### src/design/pse_pkg.sv
// Shared types, constants and byte helper functions for the PNG stored-deflate encoder.
package pse_pkg;

	localparam int unsigned BLOCK_LEN_MAX = 65535;
	localparam int unsigned MAX_SIDE = 16384;
	localparam int unsigned SIDE_W = 15;
	localparam int unsigned RAW_W = 31;
	localparam int unsigned ROW_W = 17;
	localparam int unsigned FILL_W = 16;
	localparam int unsigned ADLER_MOD = 65521;
	localparam logic [31:0] CRC_POLY = 32'hEDB88320;
	localparam logic [31:0] CRC_INIT = 32'hFFFFFFFF;
	localparam logic [7:0] ZLIB_CMF = 8'h78;
	localparam logic [7:0] ZLIB_FLG = 8'h01;

	localparam logic CFG_WIDTH = 1'b0;
	localparam logic CFG_HEIGHT = 1'b1;

	typedef enum logic [4:0] {
		PH_IDLE,
		PH_SIG,
		PH_IHDR_LEN,
		PH_IHDR_TAG,
		PH_IHDR_DATA,
		PH_IHDR_CRC,
		PH_IDAT_LEN,
		PH_IDAT_TAG,
		PH_ZLIB,
		PH_HDR_F,
		PH_FILTER,
		PH_HDR_D,
		PH_DATA,
		PH_ADLER,
		PH_IDAT_CRC,
		PH_IEND_LEN,
		PH_IEND_TAG,
		PH_IEND_CRC
	} phase_t;

	typedef struct packed {
		phase_t     phase;
		logic [3:0] idx;
		logic       emit;
		logic       load;
	} pse_cmd_t;

	typedef struct packed {
		logic header_sent;
		logic fill_zero;
		logic fill_one;
		logic row_start;
		logic raw_one;
		logic out_free;
	} pse_sts_t;

	function automatic logic [3:0] last_idx(input phase_t ph);
		logic [3:0] r;
		r = 4'd0;
		unique case (ph)
			PH_SIG:       r = 4'd7;
			PH_IHDR_DATA: r = 4'd12;
			PH_ZLIB:      r = 4'd1;
			PH_HDR_F, PH_HDR_D: r = 4'd4;
			PH_IDLE, PH_FILTER, PH_DATA: r = 4'd0;
			default:      r = 4'd3;
		endcase
		return r;
	endfunction

	function automatic logic [7:0] sig_byte(input logic [2:0] i);
		logic [7:0] r;
		r = 8'h00;
		unique case (i)
			3'd0: r = 8'h89;
			3'd1: r = 8'h50;
			3'd2: r = 8'h4E;
			3'd3: r = 8'h47;
			3'd4: r = 8'h0D;
			3'd5: r = 8'h0A;
			3'd6: r = 8'h1A;
			default: r = 8'h0A;
		endcase
		return r;
	endfunction

	// big-endian byte of a 32-bit word
	function automatic logic [7:0] word_byte(input logic [31:0] w, input logic [1:0] i);
		logic [7:0] r;
		r = 8'h00;
		unique case (i)
			2'd0: r = w[31:24];
			2'd1: r = w[23:16];
			2'd2: r = w[15:8];
			default: r = w[7:0];
		endcase
		return r;
	endfunction

	function automatic logic [31:0] crc_step(input logic [31:0] c, input logic [7:0] b);
		logic [31:0] r;
		r = c ^ {24'd0, b};
		for (int k = 0; k < 8; k++) begin
			r = r[0] ? ((r >> 1) ^ CRC_POLY) : (r >> 1);
		end
		return r;
	endfunction

endpackage

### src/design/png_stored_encoder_core.sv
// Top level of the PNG stored-deflate encoder: controller, datapath and stream ports.
// Each input byte produces one or more output bytes, one per cycle through the output register
// while m_axis_tready does not hold it. An accepted transaction emits a pixel byte, after a
// filter byte at a row start and a stored block header at a block start; the first byte of a
// file is led by signature, IHDR, IDAT and zlib header; the last adds Adler-32, CRC and IEND.
// Reset (arst_n low) returns to the state before a file header with width and height of 1.
module png_stored_encoder_core import pse_pkg::*; (
	input  logic              clk,
	input  logic              arst_n,
	input  logic              s_axis_tvalid,
	output logic              s_axis_tready,
	input  logic [7:0]        s_axis_tdata,  // [7:0] data_byte
	output logic              m_axis_tvalid,
	input  logic              m_axis_tready,
	output logic [7:0]        m_axis_tdata,  // [7:0] out_byte
	output logic              m_axis_tlast,  // last_of_run
	output logic              m_axis_tuser,  // [0] end_of_file
	input  logic              cfg_we,
	input  logic              cfg_index,
	input  logic [SIDE_W-1:0] cfg_data
);

	pse_cmd_t cmd;
	pse_sts_t sts;

	pse_ctrl u_ctrl (
		.clk      (clk),
		.arst_n   (arst_n),
		.in_valid (s_axis_tvalid),
		.in_ready (s_axis_tready),
		.sts      (sts),
		.cmd      (cmd)
	);

	pse_dp u_dp (
		.clk       (clk),
		.arst_n    (arst_n),
		.cfg_we    (cfg_we),
		.cfg_index (cfg_index),
		.cfg_data  (cfg_data),
		.in_data   (s_axis_tdata),
		.cmd       (cmd),
		.sts       (sts),
		.out_valid (m_axis_tvalid),
		.out_ready (m_axis_tready),
		.out_data  (m_axis_tdata),
		.out_last  (m_axis_tlast),
		.out_eof   (m_axis_tuser)
	);

endmodule

### src/design/pse_ctrl.sv
// Controller: sequences the output bytes of one input transaction.
module pse_ctrl import pse_pkg::*; (
	input  logic     clk,
	input  logic     arst_n,
	input  logic     in_valid,
	output logic     in_ready,
	input  pse_sts_t sts,
	output pse_cmd_t cmd
);

	phase_t     state_q, state_d;
	logic [3:0] idx_q;
	logic       emit;
	logic       at_last;

	assign emit = (state_q != PH_IDLE) && sts.out_free;
	assign at_last = (idx_q == last_idx(state_q));

	always_comb begin
		state_d = state_q;
		unique case (state_q)
			PH_IDLE: begin
				if (in_valid) begin
					if (!sts.header_sent) state_d = PH_SIG;
					else if (sts.row_start) state_d = sts.fill_zero ? PH_HDR_F : PH_FILTER;
					else state_d = sts.fill_zero ? PH_HDR_D : PH_DATA;
				end
			end
			PH_SIG:       if (emit && at_last) state_d = PH_IHDR_LEN;
			PH_IHDR_LEN:  if (emit && at_last) state_d = PH_IHDR_TAG;
			PH_IHDR_TAG:  if (emit && at_last) state_d = PH_IHDR_DATA;
			PH_IHDR_DATA: if (emit && at_last) state_d = PH_IHDR_CRC;
			PH_IHDR_CRC:  if (emit && at_last) state_d = PH_IDAT_LEN;
			PH_IDAT_LEN:  if (emit && at_last) state_d = PH_IDAT_TAG;
			PH_IDAT_TAG:  if (emit && at_last) state_d = PH_ZLIB;
			PH_ZLIB:      if (emit && at_last) state_d = PH_HDR_F;
			PH_HDR_F:     if (emit && at_last) state_d = PH_FILTER;
			PH_FILTER:    if (emit) state_d = sts.fill_one ? PH_HDR_D : PH_DATA;
			PH_HDR_D:     if (emit && at_last) state_d = PH_DATA;
			PH_DATA:      if (emit) state_d = sts.raw_one ? PH_ADLER : PH_IDLE;
			PH_ADLER:     if (emit && at_last) state_d = PH_IDAT_CRC;
			PH_IDAT_CRC:  if (emit && at_last) state_d = PH_IEND_LEN;
			PH_IEND_LEN:  if (emit && at_last) state_d = PH_IEND_TAG;
			PH_IEND_TAG:  if (emit && at_last) state_d = PH_IEND_CRC;
			PH_IEND_CRC:  if (emit && at_last) state_d = PH_IDLE;
			default:      state_d = PH_IDLE;
		endcase
	end

	always_comb begin
		in_ready  = (state_q == PH_IDLE);
		cmd.phase = state_q;
		cmd.idx   = idx_q;
		cmd.emit  = emit;
		cmd.load  = (state_q == PH_IDLE) && in_valid;
	end

	always_ff @(posedge clk or negedge arst_n) begin
		if (!arst_n) begin
			state_q <= PH_IDLE;
			idx_q   <= 4'd0;
		end else begin
			state_q <= state_d;
			if (state_d != state_q) idx_q <= 4'd0;
			else if (emit) idx_q <= idx_q + 4'd1;
		end
	end

endmodule

### src/design/pse_dp.sv
// Datapath: byte selection, CRC-32, Adler-32, counters, sizes and output register.
module pse_dp import pse_pkg::*; (
	input  logic                clk,
	input  logic                arst_n,
	input  logic                cfg_we,
	input  logic                cfg_index,
	input  logic [SIDE_W-1:0]   cfg_data,
	input  logic [7:0]          in_data,
	input  pse_cmd_t            cmd,
	output pse_sts_t            sts,
	output logic                out_valid,
	input  logic                out_ready,
	output logic [7:0]          out_data,
	output logic                out_last,
	output logic                out_eof
);

	logic [SIDE_W-1:0] width_q, height_q, side_clamped;
	logic [RAW_W-1:0]  raw_s1;
	logic [14:0]       blocks_s2;
	logic [31:0]       idat_len_s3;
	logic [31:0]       blk_sum, blk_t;
	logic [31:0]       crc_q;
	logic [15:0]       adl_lo_q, adl_hi_q;
	logic [ROW_W-1:0]  row_byte_q, row_next;
	logic [FILL_W-1:0] fill_q, blk_len;
	logic [RAW_W-1:0]  raw_left_q;
	logic              hdr_sent_q;
	logic [7:0]        data_q;
	logic              valid_q, last_q, eof_q;
	logic [7:0]        obyte_q;
	logic [7:0]        b;
	logic              feed;
	logic              at_last;
	logic [16:0]       lo_sum, lo_mod, hi_sum, hi_mod;
	logic              final_blk;

	// clamp a written side into one..MAX_SIDE
	always_comb begin
		side_clamped = cfg_data;
		if (cfg_data == '0) side_clamped = SIDE_W'(1);
		else if (cfg_data > SIDE_W'(MAX_SIDE)) side_clamped = SIDE_W'(MAX_SIDE);
	end

	always_ff @(posedge clk or negedge arst_n) begin
		if (!arst_n) begin
			width_q  <= SIDE_W'(1);
			height_q <= SIDE_W'(1);
		end else if (cfg_we && !hdr_sent_q) begin
			unique case (cfg_index)
				CFG_WIDTH:  width_q  <= side_clamped;
				CFG_HEIGHT: height_q <= side_clamped;
				default: ;
			endcase
		end
	end

	// size pipeline: raw bytes, block count by reciprocal of 65535, IDAT length
	assign blk_t   = {1'b0, raw_s1} + 32'(BLOCK_LEN_MAX - 1);
	assign blk_sum = blk_t + {16'd0, blk_t[31:16]} + 32'd1;

	always_ff @(posedge clk) begin
		raw_s1      <= RAW_W'(height_q * {width_q, 2'b01});
		blocks_s2   <= blk_sum[30:16];
		idat_len_s3 <= {1'b0, raw_s1} + 32'(blocks_s2) * 32'd5 + 32'd6;
	end

	assign blk_len   = (raw_left_q < RAW_W'(BLOCK_LEN_MAX)) ? raw_left_q[FILL_W-1:0]
		: FILL_W'(BLOCK_LEN_MAX);
	assign final_blk = (raw_left_q <= RAW_W'(BLOCK_LEN_MAX));
	assign at_last   = (cmd.idx == last_idx(cmd.phase));

	always_comb begin
		b    = 8'h00;
		feed = 1'b1;
		unique case (cmd.phase) inside
			PH_SIG: begin
				b    = sig_byte(cmd.idx[2:0]);
				feed = 1'b0;
			end
			PH_IHDR_LEN: begin
				b    = word_byte(32'd13, cmd.idx[1:0]);
				feed = 1'b0;
			end
			PH_IHDR_TAG: b = word_byte(32'h49484452, cmd.idx[1:0]);
			PH_IHDR_DATA: begin
				case (cmd.idx) inside
					4'd0, 4'd1, 4'd2, 4'd3:
						b = word_byte({17'd0, width_q}, cmd.idx[1:0]);
					4'd4, 4'd5, 4'd6, 4'd7:
						b = word_byte({17'd0, height_q}, cmd.idx[1:0]);
					4'd8:    b = 8'd8;
					4'd9:    b = 8'd6;
					default: b = 8'd0;
				endcase
			end
			PH_IHDR_CRC, PH_IDAT_CRC, PH_IEND_CRC: begin
				b    = word_byte(~crc_q, cmd.idx[1:0]);
				feed = 1'b0;
			end
			PH_IDAT_LEN: begin
				b    = word_byte(idat_len_s3, cmd.idx[1:0]);
				feed = 1'b0;
			end
			PH_IDAT_TAG: b = word_byte(32'h49444154, cmd.idx[1:0]);
			PH_ZLIB:     b = (cmd.idx[0]) ? ZLIB_FLG : ZLIB_CMF;
			PH_HDR_F, PH_HDR_D: begin
				case (cmd.idx)
					4'd0:    b = {7'd0, final_blk};
					4'd1:    b = blk_len[7:0];
					4'd2:    b = blk_len[15:8];
					4'd3:    b = ~blk_len[7:0];
					default: b = ~blk_len[15:8];
				endcase
			end
			PH_FILTER:   b = 8'h00;
			PH_DATA:     b = data_q;
			PH_ADLER:    b = word_byte({adl_hi_q, adl_lo_q}, cmd.idx[1:0]);
			PH_IEND_LEN: begin
				b    = 8'h00;
				feed = 1'b0;
			end
			PH_IEND_TAG: b = word_byte(32'h49454E44, cmd.idx[1:0]);
			default:     feed = 1'b0;
		endcase
	end

	assign lo_sum   = {1'b0, adl_lo_q} + {9'd0, b};
	assign lo_mod   = (lo_sum >= 17'(ADLER_MOD)) ? lo_sum - 17'(ADLER_MOD) : lo_sum;
	assign hi_sum   = {1'b0, adl_hi_q} + lo_mod;
	assign hi_mod   = (hi_sum >= 17'(ADLER_MOD)) ? hi_sum - 17'(ADLER_MOD) : hi_sum;
	assign row_next = row_byte_q + ROW_W'(1);

	always_ff @(posedge clk) begin
		if (cmd.load) data_q <= in_data;
	end

	always_ff @(posedge clk or negedge arst_n) begin
		if (!arst_n) begin
			crc_q      <= CRC_INIT;
			adl_lo_q   <= 16'd1;
			adl_hi_q   <= 16'd0;
			row_byte_q <= '0;
			fill_q     <= '0;
			raw_left_q <= '0;
			hdr_sent_q <= 1'b0;
			valid_q    <= 1'b0;
			last_q     <= 1'b0;
			eof_q      <= 1'b0;
			obyte_q    <= 8'h00;
		end else begin
			if (out_ready && !cmd.emit) valid_q <= 1'b0;
			if (cmd.emit) begin
				valid_q <= 1'b1;
				obyte_q <= b;
				last_q  <= ((cmd.phase == PH_DATA) && (raw_left_q != RAW_W'(1)))
					|| ((cmd.phase == PH_IEND_CRC) && at_last);
				eof_q   <= (cmd.phase == PH_IEND_CRC) && at_last;
				if (feed) crc_q <= crc_step(crc_q, b);
				// close a chunk: restart the CRC
				if ((cmd.phase == PH_IHDR_CRC || cmd.phase == PH_IDAT_CRC
						|| cmd.phase == PH_IEND_CRC) && at_last)
					crc_q <= CRC_INIT;
				unique case (cmd.phase) inside
					PH_ZLIB: begin
						if (at_last) begin
							raw_left_q <= raw_s1;
							hdr_sent_q <= 1'b1;
							adl_lo_q   <= 16'd1;
							adl_hi_q   <= 16'd0;
							row_byte_q <= '0;
							fill_q     <= '0;
						end
					end
					PH_HDR_F, PH_HDR_D: begin
						if (at_last) fill_q <= blk_len;
					end
					PH_FILTER, PH_DATA: begin
						adl_lo_q <= lo_mod[15:0];
						adl_hi_q <= hi_mod[15:0];
						if (raw_left_q != '0) raw_left_q <= raw_left_q - RAW_W'(1);
						if (fill_q != '0) fill_q <= fill_q - FILL_W'(1);
						if (cmd.phase == PH_DATA) begin
							if (row_next >= {width_q, 2'b00}) row_byte_q <= '0;
							else row_byte_q <= row_next;
						end
					end
					PH_ADLER: begin
						if (at_last) begin
							adl_lo_q   <= 16'd1;
							adl_hi_q   <= 16'd0;
							row_byte_q <= '0;
							fill_q     <= '0;
							raw_left_q <= '0;
						end
					end
					PH_IEND_CRC: begin
						if (at_last) hdr_sent_q <= 1'b0;
					end
					default: ;
				endcase
			end
		end
	end

	always_comb begin
		sts.header_sent = hdr_sent_q;
		sts.fill_zero   = (fill_q == '0);
		sts.fill_one    = (fill_q == FILL_W'(1));
		sts.row_start   = (row_byte_q == '0);
		sts.raw_one     = (raw_left_q == RAW_W'(1));
		sts.out_free    = !valid_q || out_ready;
	end

	assign out_valid = valid_q;
	assign out_data  = obyte_q;
	assign out_last  = last_q;
	assign out_eof   = eof_q;

endmodule
### config.mk
export PLATFORM = sky130hd
export DESIGN_NAME = png_stored_encoder_core
export DESIGN_NICKNAME = d
export VERILOG_FILES = /design/src/design/pse_pkg.sv /design/src/design/png_stored_encoder_core.sv /design/src/design/pse_ctrl.sv /design/src/design/pse_dp.sv
export SDC_FILE = /design/constraint.sdc
export NUM_CORES = 1
export LEC_CHECK = 0
export BUFFER_PORTS_ARGS = -buffer_cell sky130_fd_sc_hd__buf_2
export CORE_MARGIN = 4
export CORE_UTILIZATION = 50
export DETAILED_ROUTE_END_ITERATION = 12
export GPL_ROUTABILITY_DRIVEN = 0
export PLACE_DENSITY = 0.68
export SYNTH_ARGS = -nofsm -noshare
export SYNTH_HDL_FRONTEND = slang
export SYNTH_SLANG_ARGS = --single-unit
### constraint.sdc
create_clock -name clk -period 8.3 [get_ports clk]
set_input_delay 1.66 -clock clk [delete_from_list [all_inputs] [get_ports clk]]
set_output_delay 1.66 -clock clk [all_outputs]
set_load 0.05 [all_outputs]
Yosys cells after proc, flatten, opt, wreduce, memory -nomap -nowiden
Memory sizes are Yosys's and may differ from the RTL's. Cells that the tools add are included.

$mul: 2. Reductions and logical operators: 49. Order comparisons: 6. Shift-type cells: 0. Divide/modulo/power cells: 0. Multiplexer cells: 82. $add $sub $neg: 13. Bitwise operators: 13. Eq/ne operators: 47.

Operators with widths (number): 32-bit two-way mux (10); 13-bit inverter with 14-bit output (8); 5-bit two-way mux (20); 16-bit two-way mux (6); 8-bit case mux with 12 select lines (1); 31-bit two-way mux (3); 31-bit case mux with 3 select lines (1); 5-bit case mux with 18 select lines (1); 8-bit case mux with 3 select lines (3); 17-bit two-way mux (4); 16-bit case mux with 2 select lines (2); 16-bit case mux with 3 select lines (1); 8-bit case mux with 6 select lines (1); 5-bit by 4-bit equality test with 1-bit output, second input constant (8); 17-bit by 16-bit >= comparator with 1-bit output, second input constant (2); 17-bit case mux with 2 select lines (1); 31-bit by 16-bit adder with 32-bit output, second input constant (1); 31-bit by 18-bit adder with 32-bit output (1); 32-bit by 3-bit adder with 32-bit output, second input constant (1); 32-bit inverter (1); 8-bit case mux with 2 select lines (2); 8-bit case mux with 4 select lines (1); 32-bit by 8-bit bitwise XOR with 32-bit output (1); 31-bit by 1-bit adder with 31-bit output, second input constant (1); other kinds (70) (131).

ROM bits: 128. Latch bits: 0. Output and inout port bits: 12. Word-level logic and storage cells: 233. Input port bits: 29. RAM bits: 0. Flip-flop bits (word level): 265. Memories kept: 2.

Memory list: (name not given) (words 16, width 4, rd ports 1, clocked after memory_dff 0, write ports 0, line pse_pkg.sv:59) `unique case (ph)`; (name not given) (words 16, width 4, rd ports 1, clocked after memory_dff 0, write ports 0, line pse_pkg.sv:59).

Logic depth before layout (Yosys ltp)
Word-level depth: 25. Gate-level depth with buffers: 38. Mapped depth without buffers: 33.

Cells and area by module
From an unflattened synthesis, not the netlist that was laid out.

Cells, all modules: 3061. Area, all modules: 26763.2 µm².

Modules (own cells, without submodules): pse_dp (area an instance 25761.0 µm², cells an instance 2928, seq. area each 6099.6 µm², instances 1); pse_ctrl (area an instance 1002.2 µm², cells an instance 133, seq. area each 225.2 µm², instances 1).

Least setup slack after synthesis
OpenSTA, ideal clock, no wires.

Path kind: register to register. Start: register u_ctrl.idx_q[0]. End: register u_dp.adl_hi_q[8]. Slack: -0.614 ns. Period minus slack after synthesis: 8.914 ns. Buffers on the path: 5. Stages on the path, launching flop included: 37. Arrival time: 8.793 ns. Cells stage by stage: dfrtp_1 > clkbuf_1 > inv_1 > ha_1 > clkbuf_1 > clkbuf_1 > a222oi_1 > nor3_1 > a2111oi_0 > o2111ai_1 > ha_1 > fa_1 > a211o_1 > a21oi_1 > o21a_1 > or2_2 > clkbuf_1 > nand4_1 > a2111oi_0 > nand2_1 > o31ai_1 > xnor2_1 > ha_1 > inv_1 > fa_1 > nand3b_1 > a311oi_1 > a211oi_1 > or4b_2 > a31oi_1 > and3b_1 > and3_1 > and4_1 > buf_2 > nor2_2 > or3_1 > a32o_1.

Longest elaborated chain between the ends: 13.

RTL lines: start, declared (line pse_ctrl.sv:12) `logic [3:0] idx_q;`; start signal, assigned (line pse_ctrl.sv:65) `else if (emit) idx_q <= idx_q + 4'd1;`; 2-bit by 1-bit equality test with 1-bit output or 2-bit logical NOT (tied branches) (line pse_pkg.sv:90) `unique case (i)`; 2-bit OR reduction (no source line); 8-bit case mux with 2 select lines (line pse_pkg.sv:90); 8-bit two-way mux (2 in a row) (line pse_dp.sv:87) `case (cmd.idx) inside`; 8-bit case mux with 12 select lines * (line pse_dp.sv:76) `unique case (cmd.phase) inside`; named net u_dp.b[0] (line pse_dp.sv:32) `logic [7:0] b;`; 16-bit by 8-bit adder with 17-bit output * (line pse_dp.sv:128) `assign lo_sum = {1'b0, adl_lo_q} + {9'd0, b};`; 17-bit by 16-bit subtractor with 17-bit output or 17-bit by 16-bit >= comparator with 1-bit output (tied branches) (line pse_dp.sv:129) `assign lo_mod = (lo_sum >= 17'(ADLER_MOD)) ? lo_sum - 17'(ADLER_MOD) : lo_sum;`; 17-bit two-way mux * (line pse_dp.sv:129); 16-bit by 17-bit adder with 17-bit output * (line pse_dp.sv:130) `assign hi_sum = {1'b0, adl_hi_q} + lo_mod;`; 16-bit subtractor or 17-bit by 16-bit >= comparator with 1-bit output (tied branches) (line pse_dp.sv:131) `assign hi_mod = (hi_sum >= 17'(ADLER_MOD)) ? hi_sum - 17'(ADLER_MOD) : hi_sum;`; 16-bit two-way mux * (line pse_dp.sv:131); 16-bit case mux with 2 select lines * (line pse_dp.sv:164) `unique case (cmd.phase) inside`; end signal, assigned (line pse_dp.sv:180) `adl_hi_q <= hi_mod[15:0];`; end, declared (line pse_dp.sv:24) `logic [15:0] adl_lo_q, adl_hi_q;`.

The timed path passes the listed nets; every way through them passes the cells marked *. A chain may end at the register's enable or synchronous reset.

Worst setup path in the final report
Start: register u_dp.raw_left_q[30]. End: register u_dp.adl_hi_q[8].

Longest elaborated chain between the ends: 12.

RTL lines: start, declared (line pse_dp.sv:27) `logic [RAW_W-1:0] raw_left_q;`; start signal, assigned (line pse_dp.sv:167) `raw_left_q <= raw_s1;`; start signal, assigned (line pse_dp.sv:181) `if (raw_left_q != '0) raw_left_q <= raw_left_q - RAW_W'(1);`; 31-bit by 16-bit less-than comparator with 1-bit output * (line pse_dp.sv:68) `assign blk_len = (raw_left_q < RAW_W'(BLOCK_LEN_MAX)) ? raw_left_q[FILL_W-1:0]`; 16-bit two-way mux * (line pse_dp.sv:68); 8-bit inverter, on equally long branches (line pse_dp.sv:113, pse_dp.sv:112); 8-bit case mux with 4 select lines * (line pse_dp.sv:108) `case (cmd.idx)`; 8-bit case mux with 12 select lines * (line pse_dp.sv:76); named net u_dp.b[1] (line pse_dp.sv:32); 16-bit by 8-bit adder with 17-bit output * (line pse_dp.sv:128); 17-bit by 16-bit subtractor with 17-bit output or 17-bit by 16-bit >= comparator with 1-bit output (tied branches) (line pse_dp.sv:129); 17-bit two-way mux * (line pse_dp.sv:129); 16-bit by 17-bit adder with 17-bit output * (line pse_dp.sv:130); 16-bit subtractor or 17-bit by 16-bit >= comparator with 1-bit output (tied branches) (line pse_dp.sv:131); 16-bit two-way mux * (line pse_dp.sv:131); 16-bit case mux with 2 select lines * (line pse_dp.sv:164).

Marks and branches as above.

==> impl_metrics.env <==
export IMPL_status="finished clean"
export IMPL_fin_crit_sh_pct=98.3
export IMPL_clock_skew_final_ns=0.0305
export IMPL_synth_ff_type="dfrtp_1"
export IMPL_comb_power_share_pct=66.9
export IMPL_critical_path_class="flip-flop to flip-flop"
export IMPL_hpwl_mm=61.0
export IMPL_drtAntennaViolNets=0
export IMPL_clockRootBuffer="clkbuf_16"
export IMPL_start_util_pct=50.6
export IMPL_rr_endpoint="u_dp.adl_hi_q[8]"
export IMPL_rr_worst_depth=32
export IMPL_grt_overflow=0
export IMPL_holdWs_ns=0.477
export IMPL_ys_types=94
export IMPL_critPathMaxStageDelay_ns=0.63
export IMPL_track_usage_pct=27.5
export IMPL_cts_hold_buf=0
export IMPL_synth_warnings=0
export IMPL_cts_sinks=265
export IMPL_vias=23840
export IMPL_pre_cts_ws_ns=-0.210
export IMPL_drt_initial_drc_count=2359
export IMPL_crit_path_end_kind="flip-flop"
export IMPL_wl_per_cell_um=20.1
export IMPL_r2r_start="u_dp.raw_left_q[30]"
export IMPL_cts_path_max_buffers=3
export IMPL_cp_data_arrival_time_ns=8.63
export IMPL_clkTransAtPathRegs_ns=0.06
export IMPL_fin_crit_ns=8.16
export IMPL_hold_depth=2
export IMPL_finalSetupViolCount=0
export IMPL_synth_fp_nets=3593
export IMPL_hold_end="u_dp.out_data[6]"
export IMPL_fillers=4693
export IMPL_p_clk_share_pct=13.9
export IMPL_yosysTopAreaCellShare_pct=14.7
export IMPL_drive_above_1_share_pct=12.2
export IMPL_placedInstanceArea_um2=28400
export IMPL_grt_pass1_vias=24017
export IMPL_syn_avg_cell_area_um2=8.50
export IMPL_min_from="u_dp.out_data[6]"
export IMPL_routed_wl_mm=79.1
export IMPL_synth_area_leaders="fa_1, dfrtp_1, ha_1, dfxtp_1, xnor2_1"
export IMPL_worst_slew_pin_slew_ns=1.17
export IMPL_intPower_mw=5.44
export IMPL_drtPass1Iterations=8
export IMPL_relSlewSlack_pct=20.9
export IMPL_timing_fmax_mhz=123
export IMPL_seq_area_frac_synth_pct=23.7
export IMPL_async_flop_share_pct=67.5
export IMPL_maxCapViolCount=0
export IMPL_cp_slowest_cell="or4b_2"
export IMPL_fin_ws_ns=0.144
export IMPL_antenna_found_initial=1
export IMPL_die_area_um2=57200
export IMPL_drc_errors=0
export IMPL_fin_nets=3677
export IMPL_required_ns=8.77
export IMPL_syn_area_um2=26700
export IMPL_clk_latency_ns=0.60
export IMPL_numCtsBuffers=31
export IMPL_syn_inst=3144
export IMPL_ios=41
export IMPL_num_rows=84
export IMPL_viasPerCell=6.05
export IMPL_r2r_slack_ns=0.14
export IMPL_yosysTopAreaCell="fa_1"
export IMPL_hp_class="flip-flop to flip-flop"
export IMPL_layout_commonest_cell="nand2_1"
export IMPL_ys_ff_latch=265
export IMPL_io_buffer_count=40
export IMPL_grt_pass1_wl_mm=128
export IMPL_synth_edf_count=8
export IMPL_utilization_pct=56.8
export IMPL_cts_tree="built"
export IMPL_stdcell_area_um2=30000
export IMPL_grt_max_degree=72
export IMPL_ir_drop_mv=0.343
export IMPL_htreeDepth=1
export IMPL_layout_common_cells="nand2_1, inv_1, ha_1"
export IMPL_core_area_um2=52800
export IMPL_slew_violations=0
export IMPL_switchingPower_mw=4.95
export IMPL_hold_violations=0
export IMPL_p_leak_nw=14.1
export IMPL_power_density_nw_per_um2=347
export IMPL_die_y_um=239
export IMPL_crit_fanout=6
export IMPL_cp_start_kind="flip-flop"
export IMPL_area_delta_synth_final_pct=12.2
export IMPL_seq_power_share_pct=19.2
export IMPL_p_sw_share_pct=47.6
export IMPL_die_width_um=239
-- stage by stage --
stage	power, mW	TNS (ns)	instances
2_1_floorplan	6.59	0	3144
3_3_place_gp	8.35	0	3866
3_5_place_dp	8.48	-1.41	3866
4_1_cts	10.0	0	3925
5_1_grt	11.1	-0.295	3941
6_report	10.4	0	3942
-- how the worst max path moves through the flow --
stage | startpoint | slack, ns | depth (start not counted) | to
finish | u_dp.raw_left_q[30] | 0.14 | 32 | u_dp.adl_hi_q[8]
global route | u_dp.raw_left_q[30] | -0.10 | 32 | u_dp.adl_hi_q[8]
CTS | u_ctrl.idx_q[0] | 0.01 | 34 | u_dp.adl_hi_q[8]
detailed placement | u_dp.raw_left_q[30] | -0.21 | 32 | u_dp.adl_hi_q[8]
global placement | u_dp.raw_left_q[30] | 0.16 | 32 | u_dp.adl_hi_q[8]
floorplan | u_ctrl.idx_q[0] | 0.0005 | 38 | u_dp.adl_hi_q[8]
-- worst max-delay path: cells and delay by family, from the launching register on --
kind | cells | cell delay (ns)
AOI/OAI and AO/OA | 10 | 2.46
adders and majority gates | 2 | 0.71
buffers and inverters | 4 | 0.62
DFF | 1 | 0.42
muxes | 3 | 0.51
and+or+nand+nor | 13 | 3.29
-- cells by family (layout without fill, tap and decap cells) --
group	Yosys count	count (layout)	share of synthesized area, %
DFF	265	265	23.7
AOI/OAI and AO/OA	698	698	16.7
xor gates and xnor gates	227	227	7.99
adders and majority gates	420	420	25.2
muxes	21	21	0.820
buffers and inverters	490	599	6.96
and+or+nand+nor	1023	1023	18.7
other	0	1	0
-- Yosys cell counts, types with 16 or more instances --
cell type,count
dfrtp_1,144
xnor2_1,149
inv_1,332
clkbuf_1,141
dfstp_2,35
dfxtp_1,78
nor2b_1,27
a21o_1,32
nand2b_1,32
nand4_1,30
nand3_1,53
fa_1,196
o22ai_1,21
a21oi_1,178
a222oi_1,16
o21ai_0,202
a211oi_1,17
xor2_1,66
a31oi_1,24
and2_1,107
nor3_1,75
o21a_1,22
a22oi_1,21
and3_1,30
ha_1,224
nor2_1,211
nand2_1,344
a32o_1,16
nor4_1,38
or3_1,20
-- per-layer routing --
metal	part of all wire (%)	track usage, %	up-vias
met5	0	0	-
met4	3.8	8.74	0
met3	8.8	4.74	224
met2	46	44.8	1075
met1	41	37.6	11624
li1	-	-	10917
-- timing repair --
item,4_1_cts,5_1_grt
resized for setup,10,61
cloned,0,1
pin swaps,3,30
setup buffers,1,15
endpoints found under the setup margin,16,16
-- power by group through the flow --
stage                     registers (mW)  logic [mW]  clock network (mW)
after floorplan                     1.93        4.65                   0
after global placement              1.99        6.36                   0
after detailed placement            1.99        6.48                   0
after CTS                           1.98        6.57                1.47
after global routing                2.02        7.53                1.52
final                               2.00        6.95                1.44
-- final cells by class --
cell class	instances	area, um^2	share of cell area (%)
clock inverters	17	218	0.726
inverters	334	1250	4.18
clock buffers	41	853	2.85
diodes	1	2.50	0.00835
well taps	688	861	2.87
repair buffers	207	1520	5.08
flip-flops and latches	265	6330	21.1
multi-input cells	2389	18900	63.2
-- sequential cells by signal, summed over array words and instances (netlist names) --
signal	cells
u_dp.adl_lo_q	16
u_dp.fill_q	16
u_dp.out_data	8
u_dp.blocks_s2	15
u_dp.row_byte_q	17
u_dp.data_q	8
u_ctrl.state_q	5
u_dp.crc_q	32
u_dp.raw_s1	31
u_ctrl.idx_q	4
u_dp.out_last	1
u_dp.idat_len_s3	32
u_dp.out_valid	1
u_dp.width_q	15
u_dp.adl_hi_q	16
u_dp.raw_left_q	31
u_dp.hdr_sent_q	1
u_dp.out_eof	1
u_dp.height_q	15
Note: power is estimated with default switching activity, not from simulation.
